**src/hw/rtl/wmh_pkg.sv**
```systemverilog
// ----------------------------------------------------------------------------
// wmh_pkg
// Shared types, command codes and constants of the word mix hash core.
// ----------------------------------------------------------------------------
package wmh_pkg;

   localparam logic [63:0] GOLD_K    = 64'h9e3779b97f4a7c15;
   localparam logic [63:0] GOLD_K2   = 64'h3c6ef372fe94f82a;
   localparam logic [63:0] GOLD_K3   = 64'hdaa66d2c7ddf743f;
   localparam logic [63:0] FULL_MUL  = 64'h3c79ac492ba7b653;
   localparam logic [63:0] PART_MUL  = 64'h1c69b3f74ac4ae35;
   localparam logic [63:0] FMIX_MUL1 = 64'hff51afd7ed558ccd;
   localparam logic [63:0] FMIX_MUL2 = 64'hc4ceb9fe1a85ec53;

   // Datapath operations.
   localparam logic [3:0] OP_NONE    = 4'd0;
   localparam logic [3:0] OP_CAPTURE = 4'd1;
   localparam logic [3:0] OP_MUL0    = 4'd2;
   localparam logic [3:0] OP_MUL1    = 4'd3;
   localparam logic [3:0] OP_MUL2    = 4'd4;
   localparam logic [3:0] OP_SEED    = 4'd5;
   localparam logic [3:0] OP_MIX     = 4'd6;
   localparam logic [3:0] OP_TAKE    = 4'd7;
   localparam logic [3:0] OP_FMIX_A  = 4'd8;
   localparam logic [3:0] OP_FMIX_P  = 4'd9;
   localparam logic [3:0] OP_FINAL   = 4'd10;
   localparam logic [3:0] OP_OUT     = 4'd11;

   // Multiplier constant selects.
   localparam logic [2:0] K_GOLD = 3'd0;
   localparam logic [2:0] K_FULL = 3'd1;
   localparam logic [2:0] K_PART = 3'd2;
   localparam logic [2:0] K_FM1  = 3'd3;
   localparam logic [2:0] K_FM2  = 3'd4;

   typedef struct packed {
      logic [63:0] data_word;
      logic [3:0]  valid_bytes;
      logic        last_word;
      logic [30:0] message_length;
   } req_type;

   typedef struct packed {
      logic [63:0] digest_word0;
      logic [63:0] digest_word1;
      logic [63:0] digest_word2;
      logic [63:0] digest_word3;
   } rsp_type;

   typedef struct packed {
      logic [3:0] op;
      logic [2:0] ksel;
   } cmd_type;

   typedef struct packed {
      logic kind_full;
      logic kind_none;
      logic last;
   } stat_type;

endpackage

```
**src/hw/rtl/wmh_datapath.sv**
```systemverilog
// ----------------------------------------------------------------------------
// wmh_datapath
// Accumulator, operand and product registers around one shared 32x32
// multiplier, plus the seed register and the digest output register.
// ----------------------------------------------------------------------------
module wmh_datapath (
   input  logic              clock,
   input  logic              reset,
   input  wmh_pkg::cmd_type  cmd,
   input  wmh_pkg::req_type  req_data,
   input  logic              csr_wr_en,
   input  logic [63:0]       csr_wr_data,
   output wmh_pkg::stat_type stat,
   output wmh_pkg::rsp_type  rsp_data
);

   logic [63:0]      seed_ff;
   logic [63:0]      acc_ff, acc_in;
   logic [63:0]      op_ff, op_in;
   logic [63:0]      prod_ff, prod_in;
   logic [63:0]      word_ff, word_in;
   logic             full_ff, full_in;
   logic             none_ff, none_in;
   logic             last_ff, last_in;
   wmh_pkg::rsp_type out_ff, out_in;

   logic [63:0] kval;
   logic [31:0] mul_a, mul_b;
   logic [63:0] mul_p;
   logic [63:0] mixv;
   logic [63:0] masked;

   always_comb begin
      case (cmd.ksel)
         wmh_pkg::K_GOLD: kval = wmh_pkg::GOLD_K;
         wmh_pkg::K_FULL: kval = wmh_pkg::FULL_MUL;
         wmh_pkg::K_PART: kval = wmh_pkg::PART_MUL;
         wmh_pkg::K_FM1:  kval = wmh_pkg::FMIX_MUL1;
         wmh_pkg::K_FM2:  kval = wmh_pkg::FMIX_MUL2;
         default:         kval = wmh_pkg::GOLD_K;
      endcase
   end

   // The low 64 bits of a 64x64 product take three 32x32 partial products.
   assign mul_a = (cmd.op == wmh_pkg::OP_MUL1) ? op_ff[63:32] : op_ff[31:0];
   assign mul_b = (cmd.op == wmh_pkg::OP_MUL2) ? kval[63:32] : kval[31:0];
   assign mul_p = {32'd0, mul_a} * {32'd0, mul_b};

   always_comb begin
      for (int i = 0; i < 8; i++) begin
         masked[8*i +: 8] = (4'(i) < req_data.valid_bytes) ? req_data.data_word[8*i +: 8]
                                                          : 8'h00;
      end
   end

   assign mixv = acc_ff ^ word_ff;

   always_comb begin
      acc_in  = acc_ff;
      op_in   = op_ff;
      prod_in = prod_ff;
      word_in = word_ff;
      full_in = full_ff;
      none_in = none_ff;
      last_in = last_ff;
      out_in  = out_ff;
      unique case (cmd.op)
         wmh_pkg::OP_NONE: begin
         end
         wmh_pkg::OP_CAPTURE: begin
            op_in   = {33'd0, req_data.message_length};
            word_in = masked;
            full_in = req_data.valid_bytes >= 4'd8;
            none_in = req_data.valid_bytes == 4'd0;
            last_in = req_data.last_word;
         end
         wmh_pkg::OP_MUL0: prod_in = mul_p;
         wmh_pkg::OP_MUL1,
         wmh_pkg::OP_MUL2: prod_in = prod_ff + {mul_p[31:0], 32'd0};
         wmh_pkg::OP_SEED: acc_in = seed_ff ^ prod_ff;
         wmh_pkg::OP_MIX: begin
            op_in = full_ff ? {mixv[36:0], mixv[63:37]} : {mixv[32:0], mixv[63:33]};
         end
         wmh_pkg::OP_TAKE:    acc_in = prod_ff;
         wmh_pkg::OP_FMIX_A:  op_in  = acc_ff ^ {33'd0, acc_ff[63:33]};
         wmh_pkg::OP_FMIX_P:  op_in  = prod_ff ^ {33'd0, prod_ff[63:33]};
         wmh_pkg::OP_FINAL:   acc_in = prod_ff ^ {33'd0, prod_ff[63:33]};
         wmh_pkg::OP_OUT: begin
            out_in.digest_word0 = acc_ff;
            out_in.digest_word1 = acc_ff + wmh_pkg::GOLD_K;
            out_in.digest_word2 = acc_ff + wmh_pkg::GOLD_K2;
            out_in.digest_word3 = acc_ff + wmh_pkg::GOLD_K3;
         end
         default: begin
         end
      endcase
   end

   always_ff @(posedge clock) begin
      if (reset) begin
         seed_ff <= 64'd0;
      end else if (csr_wr_en) begin
         seed_ff <= csr_wr_data;
      end
   end

   always_ff @(posedge clock) begin
      acc_ff  <= acc_in;
      op_ff   <= op_in;
      prod_ff <= prod_in;
      word_ff <= word_in;
      full_ff <= full_in;
      none_ff <= none_in;
      last_ff <= last_in;
      out_ff  <= out_in;
   end

   assign stat.kind_full = full_ff;
   assign stat.kind_none = none_ff;
   assign stat.last      = last_ff;
   assign rsp_data       = out_ff;

endmodule

```
**src/hw/rtl/wmh_control.sv**
```systemverilog
// ----------------------------------------------------------------------------
// wmh_control
// Sequencer that steps the datapath through seeding, mixing and finalizing
// of each word, and owns the handshake and message state.
// ----------------------------------------------------------------------------
module wmh_control (
   input  logic              clock,
   input  logic              reset,
   input  logic              req_valid,
   output logic              req_ready,
   output logic              rsp_valid,
   input  logic              rsp_ready,
   input  wmh_pkg::stat_type stat,
   output wmh_pkg::cmd_type  cmd
);

   localparam logic [4:0] S_IDLE    = 5'd0;
   localparam logic [4:0] S_INIT_M0 = 5'd1;
   localparam logic [4:0] S_INIT_M1 = 5'd2;
   localparam logic [4:0] S_INIT_M2 = 5'd3;
   localparam logic [4:0] S_SEED    = 5'd4;
   localparam logic [4:0] S_MIX     = 5'd5;
   localparam logic [4:0] S_MIX_M0  = 5'd6;
   localparam logic [4:0] S_MIX_M1  = 5'd7;
   localparam logic [4:0] S_MIX_M2  = 5'd8;
   localparam logic [4:0] S_TAKE    = 5'd9;
   localparam logic [4:0] S_F1      = 5'd10;
   localparam logic [4:0] S_F1_M0   = 5'd11;
   localparam logic [4:0] S_F1_M1   = 5'd12;
   localparam logic [4:0] S_F1_M2   = 5'd13;
   localparam logic [4:0] S_F2      = 5'd14;
   localparam logic [4:0] S_F2_M0   = 5'd15;
   localparam logic [4:0] S_F2_M1   = 5'd16;
   localparam logic [4:0] S_F2_M2   = 5'd17;
   localparam logic [4:0] S_FIN     = 5'd18;
   localparam logic [4:0] S_OUT     = 5'd19;

   logic [4:0] state_ff, state_in;
   logic       mid_ff, mid_in;
   logic       rsp_valid_ff, rsp_valid_in;
   logic [2:0] mix_k;
   logic [4:0] after_data;

   assign mix_k = stat.kind_full ? wmh_pkg::K_FULL : wmh_pkg::K_PART;
   assign after_data = stat.last ? S_F1 : S_IDLE;

   always_comb begin
      state_in     = state_ff;
      mid_in       = mid_ff;
      rsp_valid_in = rsp_valid_ff && !rsp_ready;
      req_ready    = 1'b0;
      cmd.op       = wmh_pkg::OP_NONE;
      cmd.ksel     = wmh_pkg::K_GOLD;
      unique case (state_ff)
         S_IDLE: begin
            req_ready = 1'b1;
            if (req_valid) begin
               cmd.op   = wmh_pkg::OP_CAPTURE;
               state_in = mid_ff ? S_MIX : S_INIT_M0;
            end
         end
         S_INIT_M0: begin
            cmd.op   = wmh_pkg::OP_MUL0;
            state_in = S_INIT_M1;
         end
         S_INIT_M1: begin
            cmd.op   = wmh_pkg::OP_MUL1;
            state_in = S_INIT_M2;
         end
         S_INIT_M2: begin
            cmd.op   = wmh_pkg::OP_MUL2;
            state_in = S_SEED;
         end
         S_SEED: begin
            cmd.op   = wmh_pkg::OP_SEED;
            state_in = S_MIX;
         end
         S_MIX: begin
            // A word with no valid bytes is not mixed in.
            if (stat.kind_none) begin
               state_in = after_data;
               mid_in   = !stat.last;
            end else begin
               cmd.op   = wmh_pkg::OP_MIX;
               state_in = S_MIX_M0;
            end
         end
         S_MIX_M0: begin
            cmd.op   = wmh_pkg::OP_MUL0;
            cmd.ksel = mix_k;
            state_in = S_MIX_M1;
         end
         S_MIX_M1: begin
            cmd.op   = wmh_pkg::OP_MUL1;
            cmd.ksel = mix_k;
            state_in = S_MIX_M2;
         end
         S_MIX_M2: begin
            cmd.op   = wmh_pkg::OP_MUL2;
            cmd.ksel = mix_k;
            state_in = S_TAKE;
         end
         S_TAKE: begin
            cmd.op   = wmh_pkg::OP_TAKE;
            state_in = after_data;
            mid_in   = !stat.last;
         end
         S_F1: begin
            cmd.op   = wmh_pkg::OP_FMIX_A;
            state_in = S_F1_M0;
         end
         S_F1_M0: begin
            cmd.op   = wmh_pkg::OP_MUL0;
            cmd.ksel = wmh_pkg::K_FM1;
            state_in = S_F1_M1;
         end
         S_F1_M1: begin
            cmd.op   = wmh_pkg::OP_MUL1;
            cmd.ksel = wmh_pkg::K_FM1;
            state_in = S_F1_M2;
         end
         S_F1_M2: begin
            cmd.op   = wmh_pkg::OP_MUL2;
            cmd.ksel = wmh_pkg::K_FM1;
            state_in = S_F2;
         end
         S_F2: begin
            cmd.op   = wmh_pkg::OP_FMIX_P;
            state_in = S_F2_M0;
         end
         S_F2_M0: begin
            cmd.op   = wmh_pkg::OP_MUL0;
            cmd.ksel = wmh_pkg::K_FM2;
            state_in = S_F2_M1;
         end
         S_F2_M1: begin
            cmd.op   = wmh_pkg::OP_MUL1;
            cmd.ksel = wmh_pkg::K_FM2;
            state_in = S_F2_M2;
         end
         S_F2_M2: begin
            cmd.op   = wmh_pkg::OP_MUL2;
            cmd.ksel = wmh_pkg::K_FM2;
            state_in = S_FIN;
         end
         S_FIN: begin
            cmd.op   = wmh_pkg::OP_FINAL;
            state_in = S_OUT;
         end
         S_OUT: begin
            // Wait here until the output register is free.
            if (!rsp_valid_ff || rsp_ready) begin
               cmd.op       = wmh_pkg::OP_OUT;
               rsp_valid_in = 1'b1;
               state_in     = S_IDLE;
            end
         end
         default: begin
            state_in = S_IDLE;
         end
      endcase
   end

   always_ff @(posedge clock) begin
      if (reset) begin
         state_ff     <= S_IDLE;
         mid_ff       <= 1'b0;
         rsp_valid_ff <= 1'b0;
      end else begin
         state_ff     <= state_in;
         mid_ff       <= mid_in;
         rsp_valid_ff <= rsp_valid_in;
      end
   end

   assign rsp_valid = rsp_valid_ff;

endmodule

```
**src/hw/rtl/word_mix_hash64_expand256_core.sv**
```systemverilog
// ----------------------------------------------------------------------------
// word_mix_hash64_expand256_core
// Word-wise xor, rotate and multiply hash with a 64-bit finalizer, expanded
// into a 256-bit digest of four words.
//
//   channel | direction | handshake          | payload
//   req     | in        | req_valid/ready    | data word, byte count, last, length
//   rsp     | out       | rsp_valid/ready    | four 64-bit digest words
//   csr     | in        | csr_wr_en          | 64-bit seed
//
// One word is accepted per pass; the shared 32x32 multiplier sets the pace,
// each 64-bit multiply being built from 32x32 partial products. After the
// accept, a pass seeds on the first word of a message, mixes a word with
// data (a word with no valid bytes is not mixed in), and finalizes on the
// last word before the output step; mid-message words skip the seeding.
// Reset is synchronous and clears the seed and message state; no clearing pass.
// A held result blocks only the final output step; the next word is taken
// while a finished digest waits.
// ----------------------------------------------------------------------------
module word_mix_hash64_expand256_core (
   input  logic             clock,
   input  logic             reset,
   input  logic             req_valid,
   output logic             req_ready,
   input  wmh_pkg::req_type req_data,
   output logic             rsp_valid,
   input  logic             rsp_ready,
   output wmh_pkg::rsp_type rsp_data,
   input  logic             csr_wr_en,
   input  logic [63:0]      csr_wr_data
);

   wmh_pkg::cmd_type  cmd;
   wmh_pkg::stat_type stat;

   wmh_datapath u_datapath (
      .clock       (clock),
      .reset       (reset),
      .cmd         (cmd),
      .req_data    (req_data),
      .csr_wr_en   (csr_wr_en),
      .csr_wr_data (csr_wr_data),
      .stat        (stat),
      .rsp_data    (rsp_data)
   );

   wmh_control u_control (
      .clock     (clock),
      .reset     (reset),
      .req_valid (req_valid),
      .req_ready (req_ready),
      .rsp_valid (rsp_valid),
      .rsp_ready (rsp_ready),
      .stat      (stat),
      .cmd       (cmd)
   );

   // An accepted word leaves the sequencer busy, so req_ready drops after each accept.
   assert property (@(posedge clock) disable iff (reset)
      req_valid && req_ready |=> !req_ready)
      else $error("input taken on two consecutive cycles");

   // A new result appears only at the end of a finalize sequence.
   assert property (@(posedge clock) disable iff (reset)
      $rose(rsp_valid) |-> !$past(req_ready))
      else $error("result raised while the sequencer was idle");

   // The digest words are spaced by the golden constant.
   assert property (@(posedge clock) disable iff (reset)
      rsp_valid |-> (rsp_data.digest_word1 == rsp_data.digest_word0 + wmh_pkg::GOLD_K)
                 && (rsp_data.digest_word3 == rsp_data.digest_word2 + wmh_pkg::GOLD_K))
      else $error("digest word expansion mismatch");

endmodule
```
**config.mk**
```make
export PLATFORM = sky130hd
export DESIGN_NAME = word_mix_hash64_expand256_core
export DESIGN_NICKNAME = d
export VERILOG_FILES = /design/src/hw/rtl/wmh_pkg.sv /design/src/hw/rtl/wmh_datapath.sv /design/src/hw/rtl/wmh_control.sv /design/src/hw/rtl/word_mix_hash64_expand256_core.sv
export SDC_FILE = /design/constraint.sdc
export NUM_CORES = 2
export LEC_CHECK = 0
export ABC_AREA = 1
export ABC_CLOCK_PERIOD_IN_PS = 25900
export BUFFER_PORTS_ARGS = -buffer_cell sky130_fd_sc_hd__buf_4
export CAP_MARGIN = 15
export CORE_MARGIN = 5
export CORE_UTILIZATION = 50
export DETAILED_ROUTE_END_ITERATION = 12
export PLACE_DENSITY = 0.68
export SYNTH_ARGS = -nofsm -noshare
export SYNTH_HDL_FRONTEND = slang
export SYNTH_SLANG_ARGS = --single-unit
```
**constraint.sdc**
```tcl
create_clock -name clock -period 25.9 [get_ports clock]
set_input_delay 7.77 -clock clock [delete_from_list [all_inputs] [get_ports clock]]
set_output_delay 7.77 -clock clock [all_outputs]
set_load 0.05 [all_outputs]
```
==> summary.txt <==
Run status
  – Status: finished, final reports clean

Detailed routing
  – Initial DRC count: about 8800
  – ANT nets after route: 0
  – Via Count: about 62000
  – WL per Instance: a little over 30 um
  – DR vias/cell: between 6 and 7
  – Drt pass-1 iters: 10
  – Drt drc: 0
  – Final WL: between 300 and 400 mm

Place
  – Routability cong.: about 1.1
  – Port Buf Inserts: roughly 430
  – DP Wirelength: approximately 260 mm
  – Pre-CTS worst setup slack: approximately 14 ns

CTS
  – Cts bufs inserted: 58
  – Clock transition at path regs: about 0.07 ns
  – Post_cts resized: 0
  – Clk Latency, worst-skew pair: just over 0.7 ns
  – CTS tree: yes
  – Root buf cell: clkbuf_16
  – Clock Sinks: about 580
  – # H-tree levels: 2
  – Cts-stage hold buffer count: 0
  – Clock buffer depth: 3
  – Post-CTS setup buffer count: 0

GRT
  – Vias in the first global route: between 60000 and 70000
  – Global-route wire length before repair: about 450 mm
  – Final global-route overflow total: 0
  – Initial antenna violation count: 25
  – Global-route usage over all layers: between 40% and 50%
  – Pin count of the biggest net entering global routing: 84

Synthesis
  – Yosys top cell by area: fa_1
  – Largest cells by area after synthesis: fa_1 (27%), edfxtp_1 (23%), nand2_1 (10%)
  – Post-synth ARST share: 0%
  – Prevailing post-synth register cell: edfxtp_1
  – Netlist cell types: around 60
  – Register area share after synthesis: between 20% and 30%
  – Synth top area share: about a quarter
  – Syn nets: 9575
  – Synthesized area: 67360 um^2
  – Mean Syn Cell Area: a little over 8 um^2
  – #FFs+latches synth: between 500 and 600
  – Post-synth EDFFs: 513
  – Ys Warns: 0
  – Post-Syn Instances: between 8000 and 9000

STA
  – Final setup violation count: 0
  – Final hold violations: 0
  – Clk_skew: between 0.09 and 0.1 ns
  – Min cycle time layout: roughly 12 ns
  – Unrepaired setup endpoints after global routing: false
  – Setup WS post-layout: between 10 and 15 ns
  – Final Slew Violations: 0
  – Period utilization: approximately 46%
  – Worst slew margin: 17.84%
  – FMAX: ~84 MHz
  – Worst-margin pin slew: about 1.2 ns
  – Setup TNS: 0 ns

Floorplanning
  – Initial Util: 50.41%
  – Die area: between 100000 and 150000 um^2
  – Width of the chip: 377.0 um
  – Core Box Area: about 130000 um^2
  – IO Count: 427
  – # rows: around 130
  – DIE HEIGHT: between 300 and 400 um

Layout
  – Multi-input gate area: 43400 um^2
  – Fin nets: 9900
  – FF+latch area: 16830 um^2
  – Fill count: 12245
  – Area Overhead vs Synth: 10.81%
  – Ratio of cells with drive above 1 in the final layout: 9.278%

Worst setup path
  – Worst Path Max Fanout: 33
  – Crit Path Category: reg2reg
  – CP Data Arrival Time: ~12 ns
  – Critical path required time: about 26 ns
  – Crit path launch type: register
  – Crit. End Element: register
  – Slowest cell delay on critical path: 0.82 ns
  – Slowest CP cell: inv_1

Flow run
  – Max Cap Viol: 0

Min path
  – Hold Crit Class: reg2reg
## cell usage after synthesis (6+ instances only)
cell	count
a31oi_1	22
dfxtp_1	71
ha_1	302
o311ai_0	6
nor2_1	1068
buf_4	13
a21oi_1	255
a21o_1	14
o211ai_1	37
nand2_2	9
nand3b_1	17
o22ai_1	23
o21bai_1	25
clkbuf_1	123
o2111ai_1	12
clkinv_1	20
o21ai_0	299
o21ai_1	14
nand2_1	1852
xnor2_1	137
nand4_1	36
o21a_1	10
buf_2	157
inv_1	1510
buf_1	12
o221ai_1	57
xor2_1	243
o21ai_2	19
fa_1	897
nor2_2	22
nor3_1	72
inv_2	41
nand3_1	232
edfxtp_1	513
a21boi_0	11
nor4_1	10
## cell usage in the layout, fill, tap and decap left out, types with 58 or more instances in the layout
cell          n
nand2_1    1848
inv_1      1508
nor2_1     1061
fa_1        897
buf_4       572
edfxtp_1    513
ha_1        302
o21ai_0     290
a21oi_1     253
xor2_1      243
nand3_1     231
xnor2_1     137
nor3_1       72
dfxtp_1      71
clkbuf_16    58
## sequential cells by signal, summed over array words and instances, names as in the netlist, 5 cells and up
register / cells
u_control.state_ff: 5
u_datapath.acc_ff: 64
u_datapath.prod_ff: 64
u_datapath.seed_ff: 64
u_datapath.word_ff: 64
u_datapath.rsp_data: 254
u_datapath.op_ff: 64
## per-layer routing
layer | share of wire (%) | track usage [%] | vias up
li1 | - | - | 25932
met1 | 37 | 57.65 | 30445
met2 | 42 | 64.76 | 4789
met3 | 15 | 16.50 | 977
met4 | 7.0 | 23.47 | 24
met5 | 0.061 | 0.2022 | -
## cell type report
type                    instances  area share [%]
repair buffers                573           5.789
clock buffers                  63           1.969
flip-flops and latches        584           22.54
well taps                    1768           2.963
multi-input cells            5743           58.13
diodes                         11         0.03688
clock inverters                44          0.6537
inverters                    1572           7.911
## final timing paths
kind / startpoint / slack (ns) / to / cells past startpoint
max: u_control.state_ff[0] / 14.00 / u_datapath.prod_ff[63] / 41
min reg2reg: u_datapath.seed_ff[39] / 0.50 / u_datapath.seed_ff[39] / 2
max reg2reg: u_control.state_ff[0] / 14.00 / u_datapath.prod_ff[63] / 41
min: u_datapath.seed_ff[39] / 0.50 / u_datapath.seed_ff[39] / 2
## cells by family after synthesis
family,share of synthesized area [%]
xor gates and xnor gates,4.941
AOI/OAI and AO/OA,7.240
buffers and inverters,10.88
and+or+nand+nor,19.69
DFF,24.98
adders and majority gates,32.27
## per-stage QoR
stage | hold slack (ns) | std cells | util, % | cell area [um^2]
3_3_place_gp | 0.4852 | 10239 | 54.36 | 72630
3_5_place_dp | 0.4849 | 10239 | 54.36 | 72630
5_1_grt | 0.5462 | 10347 | 55.84 | 74620
2_1_floorplan | 0.4206 | 8207 | - | 67360
4_1_cts | 0.5017 | 10346 | 55.82 | 74590
6_report | 0.5018 | 10358 | 55.86 | 74650
## worst max-delay path: cells and delay by family (launching register included)
kind | cells | cell delay (ns)
AND/OR/NAND/NOR | 15 | 2.67
XOR/XNOR | 1 | 0.42
AO/OA/AOI/OAI | 4 | 0.92
buffers and inverters | 11 | 2.04
flip-flops | 1 | 0.44
adder cells (fa/ha/maj) | 10 | 5.11
Power is not shown: default switching activity piles up to over one toggle a cycle in this logic, so the estimate is an artifact.
